## src/hw/rtl/cca_pkg.sv

```systemverilog
package cca_pkg;

    // row geometry
    localparam int ROW_BITS      = 64;
    localparam int MAX_ROW_WIDTH = 64;
    localparam int WIDTH_BITS    = 7;
    localparam int LIMIT_BITS    = 4;
    localparam int COUNT_BITS    = 4;
    localparam int CFG_IDX_BITS  = 2;
    localparam int CFG_DATA_BITS = 7;

    // configuration register indexes
    typedef enum logic [CFG_IDX_BITS-1:0] {
        CFG_BIRTH_LIMIT   = 2'd0,
        CFG_SURVIVE_LIMIT = 2'd1,
        CFG_ROW_WIDTH     = 2'd2,
        CFG_FORCE_BORDER  = 2'd3
    } t_cfg_idx;

    // reset values
    localparam logic [LIMIT_BITS-1:0] BIRTH_RESET   = 4'd5;
    localparam logic [LIMIT_BITS-1:0] SURVIVE_RESET = 4'd4;
    localparam logic [WIDTH_BITS-1:0] WIDTH_RESET   = 7'd64;

    // rule settings seen by the generation logic
    typedef struct packed {
        logic [LIMIT_BITS-1:0] birth_limit;
        logic [LIMIT_BITS-1:0] survive_limit;
        logic [WIDTH_BITS-1:0] eff_width;
        logic                  force_border;
    } t_cfg;

endpackage

```

## src/hw/rtl/cca_in_if.sv

```systemverilog
interface cca_in_if;

    logic                          valid;
    logic                          ready;
    logic [cca_pkg::ROW_BITS-1:0]  row_cells;
    logic                          final_row;

    modport source (output valid, output row_cells, output final_row, input ready);
    modport sink   (input valid, input row_cells, input final_row, output ready);

endinterface

```

## src/hw/rtl/cca_out_if.sv

```systemverilog
interface cca_out_if;

    logic                          valid;
    logic                          ready;
    logic [cca_pkg::ROW_BITS-1:0]  new_row_cells;
    logic                          map_done;

    modport source (output valid, output new_row_cells, output map_done, input ready);
    modport sink   (input valid, input new_row_cells, input map_done, output ready);

endinterface

```

## src/hw/rtl/cca_cfg.sv

```systemverilog
module cca_cfg (
    input  logic                               i_clk,
    input  logic                               i_rst_n,
    input  logic                               i_cfg_we,
    input  logic [cca_pkg::CFG_IDX_BITS-1:0]   i_cfg_idx,
    input  logic [cca_pkg::CFG_DATA_BITS-1:0]  i_cfg_data,
    output cca_pkg::t_cfg                      o_cfg
);

    logic [cca_pkg::LIMIT_BITS-1:0] r_birth;
    logic [cca_pkg::LIMIT_BITS-1:0] r_survive;
    logic [cca_pkg::WIDTH_BITS-1:0] r_width;
    logic                           r_force;

    // register writes
    always_ff @(posedge i_clk) begin
        if (!i_rst_n) begin
            r_birth   <= cca_pkg::BIRTH_RESET;
            r_survive <= cca_pkg::SURVIVE_RESET;
            r_width   <= cca_pkg::WIDTH_RESET;
            r_force   <= 1'b0;
        end else if (i_cfg_we) begin
            unique case (cca_pkg::t_cfg_idx'(i_cfg_idx))
                cca_pkg::CFG_BIRTH_LIMIT:   r_birth   <= i_cfg_data[cca_pkg::LIMIT_BITS-1:0];
                cca_pkg::CFG_SURVIVE_LIMIT: r_survive <= i_cfg_data[cca_pkg::LIMIT_BITS-1:0];
                cca_pkg::CFG_ROW_WIDTH:     r_width   <= i_cfg_data[cca_pkg::WIDTH_BITS-1:0];
                cca_pkg::CFG_FORCE_BORDER:  r_force   <= i_cfg_data[0];
                default: ;
            endcase
        end
    end

    // clamp width into 1..max
    always_comb begin
        o_cfg.birth_limit   = r_birth;
        o_cfg.survive_limit = r_survive;
        o_cfg.force_border  = r_force;
        if (r_width > cca_pkg::WIDTH_BITS'(cca_pkg::MAX_ROW_WIDTH)) begin
            o_cfg.eff_width = cca_pkg::WIDTH_BITS'(cca_pkg::MAX_ROW_WIDTH);
        end else if (r_width == '0) begin
            o_cfg.eff_width = cca_pkg::WIDTH_BITS'(1);
        end else begin
            o_cfg.eff_width = r_width;
        end
    end

endmodule

```

## src/hw/rtl/cca_gen.sv

```systemverilog
module cca_gen (
    input  cca_pkg::t_cfg                  i_cfg,
    input  logic [cca_pkg::ROW_BITS-1:0]   i_up,
    input  logic [cca_pkg::ROW_BITS-1:0]   i_mid,
    input  logic [cca_pkg::ROW_BITS-1:0]   i_down,
    input  logic                           i_top,
    input  logic                           i_bottom,
    output logic [cca_pkg::ROW_BITS-1:0]   o_row
);

    logic [cca_pkg::ROW_BITS-1:0]   in_map;
    logic [cca_pkg::ROW_BITS+1:0]   p_up;
    logic [cca_pkg::ROW_BITS+1:0]   p_mid;
    logic [cca_pkg::ROW_BITS+1:0]   p_down;
    logic [cca_pkg::COUNT_BITS-1:0] cnt [cca_pkg::ROW_BITS];
    logic [cca_pkg::ROW_BITS-1:0]   live;
    logic [cca_pkg::ROW_BITS-1:0]   border;

    // cells in use, and rows padded with a live outside on both ends
    always_comb begin
        for (int i = 0; i < cca_pkg::ROW_BITS; i++) begin
            in_map[i] = (cca_pkg::WIDTH_BITS'(i) < i_cfg.eff_width);
        end
        p_up   = {1'b1, i_up   | ~in_map, 1'b1};
        p_mid  = {1'b1, i_mid  | ~in_map, 1'b1};
        p_down = {1'b1, i_down | ~in_map, 1'b1};
    end

    // per cell neighbour count and rule
    always_comb begin
        for (int x = 0; x < cca_pkg::ROW_BITS; x++) begin
            cnt[x] = cca_pkg::COUNT_BITS'(p_up[x]) + cca_pkg::COUNT_BITS'(p_up[x+1])
                   + cca_pkg::COUNT_BITS'(p_up[x+2]) + cca_pkg::COUNT_BITS'(p_mid[x])
                   + cca_pkg::COUNT_BITS'(p_mid[x+2]) + cca_pkg::COUNT_BITS'(p_down[x])
                   + cca_pkg::COUNT_BITS'(p_down[x+1]) + cca_pkg::COUNT_BITS'(p_down[x+2]);
            live[x] = p_mid[x+1] ? (cnt[x] >= i_cfg.survive_limit)
                                 : (cnt[x] > i_cfg.birth_limit);
            border[x] = (x == 0) || (cca_pkg::WIDTH_BITS'(x + 1) == i_cfg.eff_width)
                      || i_top || i_bottom;
            o_row[x] = in_map[x] & (live[x] | (i_cfg.force_border & border[x]));
        end
    end

endmodule

```

## src/hw/rtl/cave_cellular_automaton_row.sv

```systemverilog
// the result released by a row transfer is computed from the input register and the
// held rows and loaded into the result register, from which it transfers out
// throughput: one row per cycle while the result side is ready; the final row with a
// row pending yields two results and holds the input side until the second is loaded
// reset (synchronous, active low) clears the held-row state to an empty map and
// restores the rule registers to birth 5, survive 4, width 64, no forced border
module cave_cellular_automaton_row (
    input  logic                               i_clk,
    input  logic                               i_rst_n,
    input  logic                               i_cfg_we,
    input  logic [cca_pkg::CFG_IDX_BITS-1:0]   i_cfg_idx,
    input  logic [cca_pkg::CFG_DATA_BITS-1:0]  i_cfg_data,
    cca_in_if.sink                             i_row,
    cca_out_if.source                          o_res
);

    cca_pkg::t_cfg                cfg;

    logic                         r_in_vld;
    logic [cca_pkg::ROW_BITS-1:0] r_in_row;
    logic                         r_in_fin;

    logic [cca_pkg::ROW_BITS-1:0] r_above;
    logic [cca_pkg::ROW_BITS-1:0] r_centre;
    logic                         r_held;
    logic                         r_top;
    logic                         r_second;

    logic                         r_out_vld;
    logic [cca_pkg::ROW_BITS-1:0] r_out_row;
    logic                         r_out_done;

    logic [cca_pkg::ROW_BITS-1:0] g_up;
    logic [cca_pkg::ROW_BITS-1:0] g_mid;
    logic [cca_pkg::ROW_BITS-1:0] g_down;
    logic                         g_top;
    logic                         g_bottom;
    logic [cca_pkg::ROW_BITS-1:0] g_row;

    logic                         emit;
    logic                         out_free;
    logic                         step_go;
    logic                         consume;

    cca_cfg u_cfg (
        .i_clk      (i_clk),
        .i_rst_n    (i_rst_n),
        .i_cfg_we   (i_cfg_we),
        .i_cfg_idx  (i_cfg_idx),
        .i_cfg_data (i_cfg_data),
        .o_cfg      (cfg)
    );

    // pick the three rows around the row being emitted
    always_comb begin
        if (!r_held) begin
            g_up     = '1;
            g_mid    = r_in_row;
            g_down   = '1;
            g_top    = 1'b1;
            g_bottom = 1'b1;
        end else if (!r_second) begin
            g_up     = r_above;
            g_mid    = r_centre;
            g_down   = r_in_row;
            g_top    = r_top;
            g_bottom = 1'b0;
        end else begin
            g_up     = r_above;
            g_mid    = r_centre;
            g_down   = '1;
            g_top    = 1'b0;
            g_bottom = 1'b1;
        end
    end

    cca_gen u_gen (
        .i_cfg    (cfg),
        .i_up     (g_up),
        .i_mid    (g_mid),
        .i_down   (g_down),
        .i_top    (g_top),
        .i_bottom (g_bottom),
        .o_row    (g_row)
    );

    // flow control
    assign emit     = r_in_vld & (r_held | r_in_fin);
    assign out_free = ~r_out_vld | o_res.ready;
    assign step_go  = r_in_vld & (~emit | out_free);
    assign consume  = step_go & ~(r_held & r_in_fin & ~r_second);
    assign i_row.ready = ~r_in_vld | consume;

    // input register
    always_ff @(posedge i_clk) begin
        if (!i_rst_n) begin
            r_in_vld <= 1'b0;
        end else if (i_row.ready) begin
            r_in_vld <= i_row.valid;
        end
    end

    always_ff @(posedge i_clk) begin
        if (i_row.ready && i_row.valid) begin
            r_in_row <= i_row.row_cells;
            r_in_fin <= i_row.final_row;
        end
    end

    // row buffers and map position
    always_ff @(posedge i_clk) begin
        if (!i_rst_n) begin
            r_held   <= 1'b0;
            r_second <= 1'b0;
            r_top    <= 1'b1;
        end else if (step_go) begin
            if (!r_held) begin
                r_centre <= r_in_row;
                r_above  <= '1;
                r_top    <= 1'b1;
                r_held   <= ~r_in_fin;
            end else if (!r_second) begin
                r_above  <= r_centre;
                r_centre <= r_in_row;
                r_top    <= 1'b0;
                r_second <= r_in_fin;
            end else begin
                r_held   <= 1'b0;
                r_second <= 1'b0;
                r_top    <= 1'b1;
            end
        end
    end

    // result register
    always_ff @(posedge i_clk) begin
        if (!i_rst_n) begin
            r_out_vld <= 1'b0;
        end else if (out_free) begin
            r_out_vld <= emit & step_go;
        end
    end

    always_ff @(posedge i_clk) begin
        if (emit && step_go) begin
            r_out_row  <= g_row;
            r_out_done <= r_in_fin & (~r_held | r_second);
        end
    end

    assign o_res.valid         = r_out_vld;
    assign o_res.new_row_cells = r_out_row;
    assign o_res.map_done      = r_out_done;

endmodule

```

## src/flat_wrapper.sv

```systemverilog
// flat-port wrapper written by rule: the top's interface ports become plain ports
module cave_cellular_automaton_row_flat 
  (i_clk, i_rst_n, i_cfg_we, i_cfg_idx, i_cfg_data, i_row_valid, i_row_row_cells, i_row_final_row, i_row_ready, o_res_valid, o_res_new_row_cells, o_res_map_done, o_res_ready);
  cca_in_if i_row_i ();
  cca_out_if o_res_i ();
  input  logic i_clk;
  input  logic i_rst_n;
  input  logic i_cfg_we;
  input  logic [cca_pkg::CFG_IDX_BITS-1:0] i_cfg_idx;
  input  logic [cca_pkg::CFG_DATA_BITS-1:0] i_cfg_data;
  input wire logic [$bits(i_row_i.valid)-1:0] i_row_valid;
  input wire logic [$bits(i_row_i.row_cells)-1:0] i_row_row_cells;
  input wire logic [$bits(i_row_i.final_row)-1:0] i_row_final_row;
  output wire logic [$bits(i_row_i.ready)-1:0] i_row_ready;
  output wire logic [$bits(o_res_i.valid)-1:0] o_res_valid;
  output wire logic [$bits(o_res_i.new_row_cells)-1:0] o_res_new_row_cells;
  output wire logic [$bits(o_res_i.map_done)-1:0] o_res_map_done;
  input wire logic [$bits(o_res_i.ready)-1:0] o_res_ready;
  assign i_row_i.valid = i_row_valid;
  assign i_row_i.row_cells = i_row_row_cells;
  assign i_row_i.final_row = i_row_final_row;
  assign i_row_ready = i_row_i.ready;
  assign o_res_valid = o_res_i.valid;
  assign o_res_new_row_cells = o_res_i.new_row_cells;
  assign o_res_map_done = o_res_i.map_done;
  assign o_res_i.ready = o_res_ready;
  cave_cellular_automaton_row u_core (.i_clk(i_clk), .i_rst_n(i_rst_n), .i_cfg_we(i_cfg_we), .i_cfg_idx(i_cfg_idx), .i_cfg_data(i_cfg_data), .i_row(i_row_i), .o_res(o_res_i));
endmodule
```

## config.mk

```make
export PLATFORM = sky130hd
export DESIGN_NAME = cave_cellular_automaton_row_flat
export DESIGN_NICKNAME = d
export VERILOG_FILES = /design/src/hw/rtl/cca_pkg.sv /design/src/hw/rtl/cca_in_if.sv /design/src/hw/rtl/cca_out_if.sv /design/src/hw/rtl/cca_cfg.sv /design/src/hw/rtl/cca_gen.sv /design/src/hw/rtl/cave_cellular_automaton_row.sv /design/src/flat_wrapper.sv
export SDC_FILE = /design/constraint.sdc
export NUM_CORES = 2
export LEC_CHECK = 0
export BUFFER_PORTS_ARGS = -buffer_cell sky130_fd_sc_hd__buf_2
export CAP_MARGIN = 10
export CORE_UTILIZATION = 54
export DETAILED_ROUTE_END_ITERATION = 16
export PLACE_DENSITY = 0.82
export SLEW_MARGIN = 40
export SYNTH_ARGS = -nofsm -noshare
export SYNTH_HDL_FRONTEND = slang
export SYNTH_SLANG_ARGS = --single-unit
```

## constraint.sdc

```tcl
create_clock -name i_clk -period 11.45 [get_ports i_clk]
set_clock_uncertainty 0.15 [all_clocks]
set_input_delay 1.145 -clock i_clk [delete_from_list [all_inputs] [get_ports i_clk]]
set_output_delay 1.145 -clock i_clk [all_outputs]
set_load 0.03 [all_outputs]
```

==> impl_metrics.ini <==
[critical_path]
endpoint = u_core.o_res.new_row_cells[25]
start_kind = register
crit-reg2reg-launch = u_core.u_cfg.r_width[5]
crit_type = reg -> reg
worstSetupPathDepth = 17
cp_max_fo = 17
slowest_delay_ns = 0.84
r2r_cells = 17
endpoint_kind = register
worst_path_max_delay_cell = dfxtp_1
regToRegEndpoint = u_core.o_res.new_row_cells[25]
crit_top_cell = fa_1
ff2ff_setup_slack_ns = 4.60
critPathLaunch = u_core.u_cfg.r_width[5]
worstPathRequired_ns = 11.60
critPathBufInv = 3
crit_chain = buf_4, nor3_2, buf_4, a2111oi_1, nand2b_1, nor2b_1, fa_1, inv_1, fa_1, fa_1, ha_1, fa_1, xor2_1, ha_1, a2111oi_0, or4_1, a31oi_1
critPathTopFamily = adder cells
critPathArrivalTime_ns = 7.00

[synth]
synth_fp_nets = 4481
ys_ff_latch = 279
syn-cell-area_um2 = 34000
synth.most_common_cell = ha_1
postSynthCellCount = 3444
synthArstFlopShare = 0
synthTopCellsByArea = ha_1 (26%), edfxtp_1 (23%), fa_1 (15%), inv_1 (5.6%), a21oi_1 (3.6%)
yosysSeqAreaShare = 0.240
yosys_warnings = 0
synthFlopType = edfxtp_1
yosys.area.top_type = ha_1
synth.distinct_cells = 78
synth_edf_count = 258
synth.top_cells.by_count = ha_1 (706), inv_1 (510), edfxtp_1 (258)
avgSynthCellArea_um2 = 9.87
yosysTopAreaCellShare = 0.260

[timing]
hold_viol_final = 0
tns_ns = 0
finalCritPeriodShare = 0.598
finalSetupViolCount = 0
fin_crit_ns = 6.85
max_freq_mhz = 146
maxSlewViolCount = 0
rsz0062_at_grt = no
tightest_slew_ns = 0.934
max_slew_margin = 0.378

[cells_and_area]
nets = 4637
multi_input_area_um2 = 23700
stdcell_count = 4462
final_util = 0.599
design_area_um2 = 37100
register_area_um2 = 8180
antennaDiodeCount = 0
area_growth_syn_to_layout_pct = 9.03
drive_above_1_share = 0.102
fillers = 5117

[drt]
final_antenna_net_count = 0
viasPerCell = 6.11
drc_errors = 0
first_pass_iters = 6
avgRoutedWirePerCell_um = 21.8
vias = 27280
drt-initial-drc-count = 2462
wirelength_mm = 97.4

[placement]
dpl.hpwl_mm = 72.0
place_congestion = 0.958
place_area_um2 = 35900
portBuffers = 145
dp.cells = 4396

[clock_tree]
cts-root-buf = clkbuf_16
clk_path_buf_depth = 3
numCtsBuffers = 39
cts_resized = 0
cts_tree = done
h-tree-depth = 2
post-cts-setup-buffer-count = 0
clk_latency_ns = 0.58
ctsHoldBuffers = 0
clkTransAtPathRegs_ns = 0.06
clock_sinks = 279

[grt]
grt_max_degree = 60
antenna_found_initial = 2
overflow = 0
track_usage = 0.308
grt_pass1_wl_mm = 152
grt_pass1_vias = 27658

[pwr]
seqPwrFrac = 0.243
switchingPower_w = 0.00208
power.density_nw_per_um2 = 138
combPwrFrac = 0.524
p_total_w = 0.00511
internal_power_w = 0.00304
leakagePower_nw = 16.1
switching_share = 0.406
peakVddDrop_v = 0.0000983
clkPwrFrac = 0.233

[floorplan]
ioPinCount = 146
core_area_um2 = 61900
die-area_um2 = 64000
fp-row-count = 91
die_y_um = 253
start_util = 0.549
die_w_um = 253

[worst_hold_path]
hold_path.class = reg -> reg
worstHoldStart = u_core.r_in_row[31]

[status]
status = complete, no violations

[run]
drv_cap = 0
-- metrics by stage --
stage	hold WS, ns	setup WS, ns
floorplan	0.284	3.87
global placement	0.313	4.63
CTS	0.340	4.88
finish	0.333	4.60
detailed placement	0.325	4.94
global route	0.358	4.51
-- worst min-delay path by stage --
stage                               end  cells past startpoint  slack, ns
floorplan            u_core.r_centre[3]                      0       0.28
global placement    u_core.r_centre[31]                      0       0.31
detailed placement  u_core.r_centre[31]                      0       0.32
CTS                 u_core.r_centre[31]                      0       0.34
global route         u_core.r_centre[0]                      0       0.36
finish              u_core.r_centre[31]                      0       0.33
-- cells in the final DEF (no fill, tap or decap), types with 20 or more instances in the layout --
cell	count
ha_1	706
inv_1	504
edfxtp_1	258
fa_1	252
a21oi_1	244
o21ai_0	227
nor2_1	164
nand2b_1	145
buf_2	145
nand2_1	108
nor2b_1	107
xor2_1	60
nand4_1	57
or3_1	52
nor3_1	50
a31oi_1	39
mux2_2	39
clkbuf_16	39
mux2i_1	36
or2_2	31
buf_4	27
nand3_1	21
or3b_2	21
o211ai_1	20
-- metal layers --
metal  vias to the layer above  global-route usage  share of wire
li1                      12409                   -              -
met1                     13061               0.395           0.39
met2                      1427               0.486           0.44
met3                       381              0.0663           0.11
met4                         2               0.166          0.060
met5                         -                   0       0.000082
-- kinds of logic after synthesis --
kind of cell,count (synthesis),synth area share
buffers and inverters,578,0.0661
multiplexers,75,0.0235
AND/OR/NAND/NOR,825,0.133
adder cells (fa/ha/maj),958,0.408
flip-flops,279,0.240
XOR/XNOR,64,0.0165
AO/OA/AOI/OAI,665,0.113
-- state kept, by name, summed over array words and instances, names as in the netlist --
signal and flops:
u_core.r_in_fin 1, u_core.r_centre 64, u_core.u_cfg.r_width 7, u_core.u_cfg.r_survive 4, u_core.r_in_vld 1, u_core.o_res.valid 1, u_core.r_above 64, u_core.o_res.map_done 1
u_core.r_top 1, u_core.o_res.new_row_cells 64, u_core.r_held 1, u_core.u_cfg.r_force 1, u_core.r_in_row 64, u_core.r_second 1, u_core.u_cfg.r_birth 4
-- area by class of cell --
cell class | count | area share
Timing Repair Buffer | 182 | 0.0294
Sequential cell | 279 | 0.221
Clock buffer | 43 | 0.0267
Multi-Input combinational cell | 2587 | 0.638
Clock inverter | 23 | 0.00510
Tap cell | 837 | 0.0282
Inverter | 511 | 0.0517
-- power groups by stage --
stage	clock, W	combinational (W)	sequential (W)
2_1_floorplan	0	0.00193	0.00130
3_5_place_dp	0	0.00262	0.00126
6_report	0.00119	0.00268	0.00124
4_1_cts	0.00120	0.00265	0.00124
5_1_grt	0.00123	0.00308	0.00125
3_3_place_gp	0	0.00246	0.00127
(Power assumes the default switching activity.)
